## src/rtl/mc3b_pkg.sv

```systemverilog
// ============================================================================
// mc3b_pkg
// Shared types and constants of the 3D Morton encoder with running bounds.
// ============================================================================
`default_nettype none

package mc3b_pkg;

    localparam int GRID_BITS_DEF  = 10;
    localparam int COORD_BITS_DEF = 32;

    localparam int CODE_W         = 30;
    localparam int CELLS_PER_AXIS = CODE_W / 3;

    typedef enum logic [1:0] {
        CMD_CLEAR  = 2'd0,
        CMD_ACCUM  = 2'd1,
        CMD_ENCODE = 2'd2,
        CMD_RSVD   = 2'd3
    } t_cmd;

    typedef struct packed {
        logic busy;
        logic sat;
    } t_lane_stat;

endpackage

`default_nettype wire

```

## src/rtl/mc3b_lane.sv

```systemverilog
// ============================================================================
// mc3b_lane
// One axis: range check against the bounds, then a restoring divider that
// produces one grid bit per cycle.
// ============================================================================
`default_nettype none

module mc3b_lane #(
    parameter int GRID_BITS  = 10,
    parameter int COORD_BITS = 32
) (
    input  logic                         i_clk,
    input  logic                         i_rst_n,
    input  logic                         i_start,
    input  logic signed [COORD_BITS-1:0] i_coord,
    input  logic signed [COORD_BITS-1:0] i_lo,
    input  logic signed [COORD_BITS-1:0] i_hi,
    output logic        [GRID_BITS-1:0]  o_cell,
    output mc3b_pkg::t_lane_stat         o_stat
);
    import mc3b_pkg::*;

    localparam int CW    = COORD_BITS;
    localparam int CNT_W = $clog2(GRID_BITS + 1);

    typedef enum logic [2:0] {
        S_IDLE  = 3'b001,
        S_CHECK = 3'b010,
        S_DIV   = 3'b100
    } t_state;

    t_state              r_state, n_state;
    logic signed [CW:0]  r_num, n_num;
    logic signed [CW:0]  r_den, n_den;
    logic [CW-1:0]       r_rem, n_rem;
    logic [GRID_BITS-1:0] r_q, n_q;
    logic                r_sat, n_sat;
    logic [CNT_W-1:0]    r_cnt, n_cnt;

    logic [CW:0]         w_rem2;
    logic [CW:0]         w_dvs;
    logic [CW:0]         w_diff;
    logic                w_ge;

    assign w_rem2 = {r_rem, 1'b0};
    assign w_dvs  = {1'b0, r_den[CW-1:0]};
    assign w_diff = w_rem2 - w_dvs;
    assign w_ge   = (w_rem2 >= w_dvs);

    always_comb begin
        n_state = r_state;
        n_num   = r_num;
        n_den   = r_den;
        n_rem   = r_rem;
        n_q     = r_q;
        n_sat   = r_sat;
        n_cnt   = r_cnt;
        case (r_state)
            S_IDLE: begin
                if (i_start) begin
                    n_num   = $signed({i_coord[CW-1], i_coord}) - $signed({i_lo[CW-1], i_lo});
                    n_den   = $signed({i_hi[CW-1], i_hi}) - $signed({i_lo[CW-1], i_lo});
                    n_state = S_CHECK;
                end
            end
            S_CHECK: begin
                n_cnt = '0;
                n_rem = r_num[CW-1:0];
                if (r_den[CW] || (r_den == '0)) begin
                    n_q     = '0;
                    n_sat   = 1'b0;
                    n_state = S_IDLE;
                end else if (r_num[CW]) begin
                    n_q     = '0;
                    n_sat   = 1'b1;
                    n_state = S_IDLE;
                end else if (r_num >= r_den) begin
                    n_q     = '1;
                    n_sat   = 1'b1;
                    n_state = S_IDLE;
                end else begin
                    n_q     = '0;
                    n_sat   = 1'b0;
                    n_state = S_DIV;
                end
            end
            S_DIV: begin
                n_rem = w_ge ? w_diff[CW-1:0] : w_rem2[CW-1:0];
                n_q   = GRID_BITS'({r_q, w_ge});
                n_cnt = r_cnt + CNT_W'(1);
                if (r_cnt == CNT_W'(GRID_BITS - 1)) begin
                    n_state = S_IDLE;
                end
            end
            default: begin
                n_state = S_IDLE;
            end
        endcase
    end

    always_ff @(posedge i_clk) begin
        if (!i_rst_n) begin
            r_state <= S_IDLE;
        end else begin
            r_state <= n_state;
        end
        r_num <= n_num;
        r_den <= n_den;
        r_rem <= n_rem;
        r_q   <= n_q;
        r_sat <= n_sat;
        r_cnt <= n_cnt;
    end

    assign o_cell      = r_q;
    assign o_stat.busy = (r_state != S_IDLE);
    assign o_stat.sat  = r_sat;

endmodule

`default_nettype wire

```

## src/rtl/mc3b_merge.sv

```systemverilog
// ============================================================================
// mc3b_merge
// Interleave the three axis cells into the Morton code and hold the result
// word in the output register.
// ============================================================================
`default_nettype none

module mc3b_merge #(
    parameter int GRID_BITS = 10
) (
    input  logic                         i_clk,
    input  logic                         i_rst_n,
    input  logic                         i_load,
    input  logic [GRID_BITS-1:0]         i_cell_x,
    input  logic [GRID_BITS-1:0]         i_cell_y,
    input  logic [GRID_BITS-1:0]         i_cell_z,
    input  logic                         i_sat,
    input  logic                         i_ready,
    output logic                         o_valid,
    output logic [mc3b_pkg::CODE_W-1:0]  o_morton_code,
    output logic                         o_clamped
);
    import mc3b_pkg::*;

    logic [CELLS_PER_AXIS-1:0] w_gx, w_gy, w_gz;
    logic [CODE_W-1:0]         w_code;
    logic                      r_valid, n_valid;
    logic [CODE_W-1:0]         r_code;
    logic                      r_clamped;

    assign w_gx = CELLS_PER_AXIS'(i_cell_x);
    assign w_gy = CELLS_PER_AXIS'(i_cell_y);
    assign w_gz = CELLS_PER_AXIS'(i_cell_z);

    for (genvar gi = 0; gi < CELLS_PER_AXIS; gi++) begin : g_ilv
        assign w_code[3*gi]     = w_gx[gi];
        assign w_code[3*gi + 1] = w_gy[gi];
        assign w_code[3*gi + 2] = w_gz[gi];
    end

    always_comb begin
        n_valid = r_valid;
        if (i_load) begin
            n_valid = 1'b1;
        end else if (i_ready) begin
            n_valid = 1'b0;
        end
    end

    always_ff @(posedge i_clk) begin
        if (!i_rst_n) begin
            r_valid <= 1'b0;
        end else begin
            r_valid <= n_valid;
        end
        if (i_load) begin
            r_code    <= w_code;
            r_clamped <= i_sat;
        end
    end

    assign o_valid       = r_valid;
    assign o_morton_code = r_code;
    assign o_clamped     = r_clamped;

endmodule

`default_nettype wire

```

## src/rtl/morton_code_3d_with_bounds_top.sv

```systemverilog
// ============================================================================
// morton_code_3d_with_bounds_top
// Two-pass 3D Morton encoder: running per-axis bounds, three divider lanes
// and an interleaving output stage.
// ============================================================================
// Clear and accumulate words give no result. An encode word passes through
// these steps before its result word is loaded into the output register:
// p-min and max-min are formed, the range check is made, then one quotient
// bit per cycle comes out of each of the three per-axis restoring dividers,
// which run side by side, for a coordinate inside its bounds. Once the
// dividers are done, the result moves into the output register as soon as
// that register is empty or being read, and only then is the next input word
// taken; the result may still wait in the output register meanwhile.
`default_nettype none

module morton_code_3d_with_bounds_top #(
    parameter int GRID_BITS  = mc3b_pkg::GRID_BITS_DEF,
    parameter int COORD_BITS = mc3b_pkg::COORD_BITS_DEF
) (
    input  logic                         i_clk,
    input  logic                         i_rst_n,
    input  logic                         i_valid,
    output logic                         o_ready,
    input  logic [1:0]                   i_command,
    input  logic signed [COORD_BITS-1:0] i_coord_x,
    input  logic signed [COORD_BITS-1:0] i_coord_y,
    input  logic signed [COORD_BITS-1:0] i_coord_z,
    output logic                         o_valid,
    input  logic                         i_ready,
    output logic [mc3b_pkg::CODE_W-1:0]  o_morton_code,
    output logic                         o_clamped
);
    import mc3b_pkg::*;

    localparam logic signed [COORD_BITS-1:0] MAXV = {1'b0, {(COORD_BITS-1){1'b1}}};
    localparam logic signed [COORD_BITS-1:0] MINV = {1'b1, {(COORD_BITS-1){1'b0}}};

    typedef enum logic [1:0] {
        S_IDLE = 2'b01,
        S_WORK = 2'b10
    } t_state;

    t_state                       r_state, n_state;
    logic signed [COORD_BITS-1:0] r_min_x, r_min_y, r_min_z;
    logic signed [COORD_BITS-1:0] r_max_x, r_max_y, r_max_z;

    logic                 w_accept;
    logic                 w_start;
    logic                 w_lanes_done;
    logic                 w_load;
    logic                 w_out_valid;
    t_cmd                 w_cmd;
    t_lane_stat           w_stat_x, w_stat_y, w_stat_z;
    logic [GRID_BITS-1:0] w_cell_x, w_cell_y, w_cell_z;

    assign o_ready      = (r_state == S_IDLE);
    assign w_accept     = i_valid && o_ready;
    assign w_cmd        = t_cmd'(i_command);
    assign w_start      = w_accept && (w_cmd == CMD_ENCODE);
    assign w_lanes_done = !w_stat_x.busy && !w_stat_y.busy && !w_stat_z.busy;
    assign w_load       = (r_state == S_WORK) && w_lanes_done && (!w_out_valid || i_ready);

    always_comb begin
        n_state = r_state;
        case (r_state)
            S_IDLE: begin
                if (w_start) begin
                    n_state = S_WORK;
                end
            end
            S_WORK: begin
                if (w_load) begin
                    n_state = S_IDLE;
                end
            end
            default: begin
                n_state = S_IDLE;
            end
        endcase
    end

    always_ff @(posedge i_clk) begin
        if (!i_rst_n) begin
            r_state <= S_IDLE;
            r_min_x <= MAXV;
            r_min_y <= MAXV;
            r_min_z <= MAXV;
            r_max_x <= MINV;
            r_max_y <= MINV;
            r_max_z <= MINV;
        end else begin
            r_state <= n_state;
            if (w_accept) begin
                case (w_cmd)
                    CMD_CLEAR: begin
                        r_min_x <= MAXV;
                        r_min_y <= MAXV;
                        r_min_z <= MAXV;
                        r_max_x <= MINV;
                        r_max_y <= MINV;
                        r_max_z <= MINV;
                    end
                    CMD_ACCUM: begin
                        if (i_coord_x < r_min_x) r_min_x <= i_coord_x;
                        if (i_coord_y < r_min_y) r_min_y <= i_coord_y;
                        if (i_coord_z < r_min_z) r_min_z <= i_coord_z;
                        if (i_coord_x > r_max_x) r_max_x <= i_coord_x;
                        if (i_coord_y > r_max_y) r_max_y <= i_coord_y;
                        if (i_coord_z > r_max_z) r_max_z <= i_coord_z;
                    end
                    default: begin
                    end
                endcase
            end
        end
    end

    mc3b_lane #(
        .GRID_BITS (GRID_BITS),
        .COORD_BITS(COORD_BITS)
    ) u_lane_x (
        .i_clk  (i_clk),
        .i_rst_n(i_rst_n),
        .i_start(w_start),
        .i_coord(i_coord_x),
        .i_lo   (r_min_x),
        .i_hi   (r_max_x),
        .o_cell (w_cell_x),
        .o_stat (w_stat_x)
    );

    mc3b_lane #(
        .GRID_BITS (GRID_BITS),
        .COORD_BITS(COORD_BITS)
    ) u_lane_y (
        .i_clk  (i_clk),
        .i_rst_n(i_rst_n),
        .i_start(w_start),
        .i_coord(i_coord_y),
        .i_lo   (r_min_y),
        .i_hi   (r_max_y),
        .o_cell (w_cell_y),
        .o_stat (w_stat_y)
    );

    mc3b_lane #(
        .GRID_BITS (GRID_BITS),
        .COORD_BITS(COORD_BITS)
    ) u_lane_z (
        .i_clk  (i_clk),
        .i_rst_n(i_rst_n),
        .i_start(w_start),
        .i_coord(i_coord_z),
        .i_lo   (r_min_z),
        .i_hi   (r_max_z),
        .o_cell (w_cell_z),
        .o_stat (w_stat_z)
    );

    mc3b_merge #(
        .GRID_BITS(GRID_BITS)
    ) u_merge (
        .i_clk        (i_clk),
        .i_rst_n      (i_rst_n),
        .i_load       (w_load),
        .i_cell_x     (w_cell_x),
        .i_cell_y     (w_cell_y),
        .i_cell_z     (w_cell_z),
        .i_sat        (w_stat_x.sat || w_stat_y.sat || w_stat_z.sat),
        .i_ready      (i_ready),
        .o_valid      (w_out_valid),
        .o_morton_code(o_morton_code),
        .o_clamped    (o_clamped)
    );

    assign o_valid = w_out_valid;

endmodule

`default_nettype wire
```

## config.mk

```make
export PLATFORM = sky130hd
export DESIGN_NAME = morton_code_3d_with_bounds_top
export DESIGN_NICKNAME = d
export VERILOG_FILES = /design/src/rtl/mc3b_pkg.sv /design/src/rtl/mc3b_lane.sv /design/src/rtl/mc3b_merge.sv /design/src/rtl/morton_code_3d_with_bounds_top.sv
export SDC_FILE = /design/constraint.sdc
export NUM_CORES = 2
export LEC_CHECK = 0
export BUFFER_PORTS_ARGS = -buffer_cell sky130_fd_sc_hd__buf_4
export CORE_MARGIN = 8
export CORE_UTILIZATION = 67
export DETAILED_ROUTE_END_ITERATION = 10
export PLACE_DENSITY = 0.93
export SLEW_MARGIN = 20
export SYNTH_ARGS = -nofsm -noshare
export SYNTH_HDL_FRONTEND = slang
export SYNTH_HIERARCHICAL = 1
export SYNTH_SLANG_ARGS = --single-unit
```

## constraint.sdc

```tcl
create_clock -name i_clk -period 9.68 [get_ports i_clk]
set_input_delay 0.968 -clock i_clk [delete_from_list [all_inputs] [get_ports i_clk]]
set_output_delay 0.968 -clock i_clk [all_outputs]
set_load 0.02 [all_outputs]
```

# Word level (Yosys, flattened, before mapping)
# Cells that the tools add are included.
[totals]
input_bits = 102
ff_bits = 574
output_inout_bits = 33
wordCells = 186
[classes]
reduce_logical = 38
add_sub_neg = 12
n_eq_ne = 33
muxes = 60
n_lt_le_gt_ge = 12
[ops]
columns = ["op", "count"]
rows = [
  ["32-bit case mux with 2 select lines", 9],
  ["32-bit 2-to-1 mux", 9],
  ["32-bit by 32-bit subtractor with 33-bit output", 6],
  ["33-bit by 32-bit >= comparator with 1-bit output", 3],
  ["33-bit >= comparator", 3],
  ["33-bit logical NOT", 3],
  ["32-bit > comparator", 3],
  ["32-bit less-than comparator", 3],
  ["32-bit subtractor", 3],
  ["10-bit 2-to-1 mux", 9],
  ["10-bit case mux with 2 select lines", 3],
  ["3-bit 2-to-1 mux", 13],
  ["3-bit case mux with 3 select lines", 3],
  ["4-bit case mux with 2 select lines", 3],
  ["3-bit AND reduction", 6],
  ["2-bit != test (second input constant)", 8],
  ["2-bit AND reduction", 7],
  ["4-bit by 1-bit adder with 4-bit output (second input constant)", 3],
  ["4-bit equality test (second input constant)", 3],
  ["2-bit by 1-bit != test with 1-bit output (second input constant)", 6],
  ["2-bit nonzero test", 5],
  ["3-bit by 1-bit equality test with 1-bit output (second input constant)", 3],
  ["3-bit by 2-bit equality test with 1-bit output (second input constant)", 3],
  ["3-bit equality test (second input constant)", 3],
  ["10 further kinds", 35],
]

# Longest topological paths before layout
[logic_depth]
depth_word = 8
depth_mapped = 13

# By module
# Netlist, hierarchy kept.
[by_module_without_submodules]
columns = ["module", "cells_per_inst", "seq_area_each_um2", "n_inst", "area_per_inst_um2"]
rows = [
  ["mc3b_lane at u_lane_y ...", 1152, 3453.3, 2, 10556.4],
  ["morton_code_3d_with_bounds_top", 1294, 3883.7, 1, 11569.8],
  ["mc3b_lane at u_lane_x", 1113, 3453.3, 1, 10297.4],
  ["mc3b_merge", 34, 950.9, 1, 972.2],
]

# Worst setup path before layout
# No wires, ideal clock.
[synth_path]
path_type = "input -> register"
startpoint = "input port i_command[0]"
endpoint = "register u_lane_y.r_den[0], enable pin"
required_time_ns = 9.187
arrival_time_ns = 4.479
path_buffers = 1
stages = 4
path_slack_ns = 4.708
cell_sequence = "clkbuf_1 > nor3b_1 > inv_1 > nor2_1"
[synth_via]
elab_chain_cells = 3
[synth_lines]
columns = ["element", "line", "text"]
rows = [
  ["start: declaration", "morton_code_3d_with_bounds_top.sv:24", "input logic [1:0] i_command,"],
  ["2-bit equality test", "morton_code_3d_with_bounds_top.sv:59", "assign w_start = w_accept && (w_cmd == CMD_ENCODE);"],
  ["1-bit logical AND", "morton_code_3d_with_bounds_top.sv:59", ""],
  ["named net w_start", "morton_code_3d_with_bounds_top.sv:48", "logic w_start;"],
  ["2-bit AND reduction (no source line)", "--", ""],
  ["end signal: assignment", "mc3b_lane.sv:108", "r_den <= n_den;"],
  ["end: declaration", "mc3b_lane.sv:34", "logic signed [CW:0] r_den, n_den;"],
]
# The timed path passes the listed nets, and every way through them passes these cells.
# A chain may end at the register's enable or synchronous reset.

# Worst setup path in the final report
[layout_path]
startpoint = "register u_lane_x.r_den[8]"
endpoint = "register u_lane_x.r_rem[1], data pin"
[layout_via]
elab_chain_cells = 3
[layout_lines]
columns = ["element", "line", "text"]
rows = [
  ["start: declaration", "mc3b_lane.sv:34", ""],
  ["start signal: assignment", "mc3b_lane.sv:108", ""],
  ["33-bit by 32-bit >= comparator with 1-bit output", "mc3b_lane.sv:48", "assign w_ge = (w_rem2 >= w_dvs);"],
  ["32-bit 2-to-1 mux", "mc3b_lane.sv:88", "n_rem = w_ge ? w_diff[CW-1:0] : w_rem2[CW-1:0];"],
  ["32-bit case mux with 2 select lines", "mc3b_lane.sv:58", "case (r_state)"],
  ["named net u_lane_x.n_rem[1]", "mc3b_lane.sv:35", "logic [CW-1:0] r_rem, n_rem;"],
  ["end signal: assignment", "mc3b_lane.sv:109", "r_rem <= n_rem;"],
  ["end: declaration", "mc3b_lane.sv:35", ""],
]
# The timed path passes the listed nets, and every way through them passes these cells.

==> out/summary.json <==
{
  "postCtsHoldBufs": {"value": 0},
  "hold-path-cell-count": {"value": 0},
  "postRouteWirelength": {"value": 120000, "unit": "um"},
  "critical_path.max_fanout": {"value": 28},
  "run_status": {"value": "completed"},
  "ys_dominant_reg_cell": {"value": "edfxtp_1"},
  "clock_sink_count": {"value": 574},
  "synth_edf_count": {"value": 370},
  "initial_core_util": {"value": 0.672},
  "grt_antenna_before_repair": {"value": 19},
  "post-place-cells": {"value": 5640},
  "ys_ff_latch": {"value": 574},
  "timing.critical_path.arrival": {"value": 4.22, "unit": "ns"},
  "cellLeakagePower": {"value": 22.7, "unit": "nW"},
  "wire_length_of_the_first_global_routing_pass": {"value": 189000, "unit": "um"},
  "final_setup_skew": {"value": 0.0213, "unit": "ns"},
  "syn_avg_cell_area": {"value": 9.26, "unit": "um2"},
  "min_to": {"value": "u_merge/o_morton_code[27]$_DFFE_PP_"},
  "timing_max_transition_violations_final": {"value": 0},
  "core.rowCount": {"value": 94},
  "clk-insertion-delay-late": {"value": 0.65, "unit": "ns"},
  "layout_worst_path_cycle_share": {"value": 0.394},
  "drc_errors": {"value": 0},
  "drt_pre_antenna_iters": {"value": 8},
  "syn-instance-count": {"value": 4745},
  "finalWorstPathRequiredPeriod": {"value": 3.82, "unit": "ns"},
  "reg2reg_slack": {"value": 5.86, "unit": "ns"},
  "worst_setup_path_start_kind": {"value": "register"},
  "critPathSlowestCell": {"value": "nor4_1"},
  "tightest_slew": {"value": 1.04, "unit": "ns"},
  "r2r-end": {"value": "u_lane_x/r_rem[1]$_DFFE_PP_"},
  "mostFrequentLayoutCell": {"value": "ha_1"},
  "max_stage_delay": {"value": 0.64, "unit": "ns"},
  "total_power": {"value": 5.77, "unit": "mW"},
  "setup.worst_path.class": {"value": "register to register"},
  "pin_count_of_the_biggest_net_entering_global_routing": {"value": 69},
  "worstSetupEndpointType": {"value": "register"},
  "startpoint_of_the_most_critical_register_to_register_path": {"value": "u_lane_x/r_den[8]$_DFFE_PP_"},
  "setup-tns-final": {"value": 0, "unit": "ns"},
  "flow.area_growth_from_synthesis": {"value": 8.63, "unit": "%"},
  "dp_hpwl": {"value": 89900, "unit": "um"},
  "layout.filler_cells": {"value": 4392},
  "critical_path.cell_chain": {"value": "inv_1 > ha_1 > and3_1 > nand4_1 > nor4_1 > nand4_1 > nor3_1 > nor4_1 > o21ai_4 > buf_4 > mux2i_1 > mux2_2"},
  "overflow": {"value": 0},
  "grt.total_usage": {"value": 0.308},
  "postSynth.asyncResetShare": {"value": 0},
  "yosysSeqAreaShare": {"value": 0.346},
  "finalWeightedCongestion": {"value": 0.954},
  "floorplan.die.height": {"value": 272, "unit": "um"},
  "worstPathBufferInverterCount": {"value": 2},
  "post_cts_setup_buffers": {"value": 0},
  "max_freq": {"value": 262, "unit": "MHz"},
  "drive_gt1_frac": {"value": 0.0724},
  "cp.required": {"value": 10.08, "unit": "ns"},
  "detail_route.wl_per_cell": {"value": 20.9, "unit": "um"},
  "synth.distinct_cells": {"value": 111},
  "power-per-cell-area": {"value": 121, "unit": "nW/um2"},
  "mostFrequentLayoutCells": {"value": "ha_1, inv_1, edfxtp_1, nand2_1, a21oi_1"},
  "finalWorstSetupSlack": {"value": 5.86, "unit": "ns"},
  "worst_hold_startpoint": {"value": "u_lane_x/o_cell[9]$_DFFE_PP_"},
  "via_count": {"value": 38300},
  "synthesis.yosys.warnings": {"value": 6},
  "clockRootBuffer": {"value": "clkbuf_16"},
  "max-vdd-ir-drop": {"value": 0.000139, "unit": "V"},
  "layoutNonFillerInstCount": {"value": 5765},
  "hold_path_class": {"value": "register to register"},
  "syn-cell-area": {"value": 44000, "unit": "um2"},
  "io_buffers": {"value": 134},
  "viasPerCell": {"value": 6.64},
  "numCtsBuffers": {"value": 60},
  "clk_pin_slew": {"value": 0.06, "unit": "ns"},
  "max_cap_violations": {"value": 0},
  "cts-root-to-sink-buffers": {"value": 3},
  "design.die.area": {"value": 74100, "unit": "um2"},
  "synthesized_netlist_net_count": {"value": 5438},
  "reg2reg_depth": {"value": 12},
  "htree_levels": {"value": 2},
  "tritoncts": {"value": "yes"},
  "critical_path.top_delay_family": {"value": "simple AND/OR/NAND/NOR gates"},
  "report.final.hold_viol_count": {"value": 0},
  "core_area": {"value": 65400, "unit": "um2"},
  "finish.net_count": {"value": 5531},
  "drt_iter0_drc": {"value": 5168},
  "dp_slack": {"value": 5.37, "unit": "ns"},
  "first_global_vias": {"value": 36900},
  "setup_repair_after_global_routing_missed_its_margin": {"value": "false"},
  "timing.slew.headroom": {"value": 0.307},
  "die-width": {"value": 272, "unit": "um"},
  "top_level_ports": {"value": 135},
  "number_of_gates_given_a_new_drive_strength_after_cts": {"value": 0},
  "drtAntennaViolNets": {"value": 0},
  "setup_viol_count_final": {"value": 0}
}
-- metal layers --
layer,GRT usage,part of all wire,vias to the layer above
li1,-,-,17800
met1,0.391,0.40,18000
met2,0.507,0.46,2055
met3,0.0525,0.095,442
met4,0.153,0.053,14
met5,0,0.00067,-
-- sequential cells by signal, summed over array words and instances, names as in the netlist, 10 cells and up --
| signal | flops |
|---|---|
| u_lane_z/o_cell | 10 |
| r_max_x | 32 |
| r_min_y | 32 |
| u_lane_y/o_cell | 10 |
| u_lane_z/r_num | 33 |
| u_merge/o_morton_code | 30 |
| u_lane_x/r_num | 33 |
| u_lane_x/r_rem | 32 |
| r_max_y | 32 |
| u_lane_y/r_num | 33 |
| r_min_x | 32 |
| u_lane_y/r_den | 33 |
| u_lane_z/r_den | 33 |
| r_min_z | 32 |
| u_lane_x/o_cell | 10 |
| u_lane_x/r_den | 33 |
| u_lane_z/r_rem | 32 |
| r_max_z | 32 |
| u_lane_y/r_rem | 32 |
-- worst reg2reg max path, delay by kind of cell (launching register included) --
family,cells,cell delay (ns)
AO/OA/AOI/OAI,1,0.16
multiplexers,2,0.46
flip-flops,1,0.41
buffers and inverters,2,0.58
AND/OR/NAND/NOR,6,1.61
adder cells (fa/ha/maj),1,0.37
-- logic make-up after synthesis --
group	count (synthesis)	share of synthesized area
buffers and inverters	656	0.0594
and+or+nand+nor	1169	0.130
adders and majority gates	591	0.170
DFF	574	0.346
muxes	114	0.0261
AOI/OAI and AO/OA	1412	0.223
xor gates and xnor gates	229	0.0456
-- per-stage QoR --
| stage | hold WS [ns] | cell area (um2) | utilization |
|---|---|---|---|
| 3_3_place_gp | 0.401 | 45700 | 0.698 |
| 4_1_cts | 0.422 | 47700 | 0.729 |
| 3_5_place_dp | 0.407 | 45700 | 0.698 |
| 2_1_floorplan | 0.400 | 44000 | - |
| 6_report | 0.423 | 47700 | 0.730 |
| 5_1_grt | 0.437 | 47700 | 0.730 |
-- how the worst max path moves through the flow --
stage / start / end / slack (ns) / depth (start not counted)
after floorplan: i_command[0] / u_lane_y/r_den[0]$_DFFE_PP_ / 4.71 / 4
after global placement: i_rst_n / r_min_z[29]$_SDFFE_PN1P_ / 5.45 / 7
after detailed placement: i_rst_n / r_min_z[16]$_SDFFE_PN1P_ / 5.37 / 7
after CTS: i_rst_n / r_min_z[7]$_SDFFE_PN1P_ / 6.00 / 7
after global routing: u_lane_x/r_den[7]$_DFFE_PP_ / u_lane_x/r_rem[1]$_DFFE_PP_ / 5.78 / 12
final: u_lane_x/r_den[8]$_DFFE_PP_ / u_lane_x/r_rem[1]$_DFFE_PP_ / 5.86 / 12
-- power by group --
part | internal [mW] | switching, mW
Clock | 1.39 | 1.01
Combinational | 0.267 | 0.425
Sequential | 2.65 | 0.0351
-- synthesized netlist by cell type, drive strengths merged (48+ instances only) --
master	count	area share
mux2i	109	0.025
clkbuf	82	0.0070
nand3	98	0.011
nor2	262	0.022
xor2	63	0.013
a211oi	52	0.0095
o22a	66	0.013
a21oi	346	0.040
a21o	217	0.037
o21ai	249	0.029
nand2b	48	0.0068
ha	582	0.17
dfxtp	204	0.093
a31oi	49	0.0079
nand4	85	0.012
nor3	61	0.0071
o211ai	50	0.0088
edfxtp	370	0.25
xnor2	166	0.033
o21a	51	0.0087
inv	529	0.045
nand2	369	0.032
-- layout make-up --
cell class | count | area [um2] | share of cell area
Tap cell | 864 | 1080 | 0.0226
Timing Repair Buffer | 157 | 1180 | 0.0247
Antenna cell | 14 | 35.0 | 0.000734
Sequential cell | 574 | 15200 | 0.318
Clock inverter | 33 | 370 | 0.00776
Multi-Input combinational cell | 3515 | 26200 | 0.550
Inverter | 530 | 1990 | 0.0417
Clock buffer | 78 | 1650 | 0.0346
No activity file was read; power rests on OpenSTA's default activity.
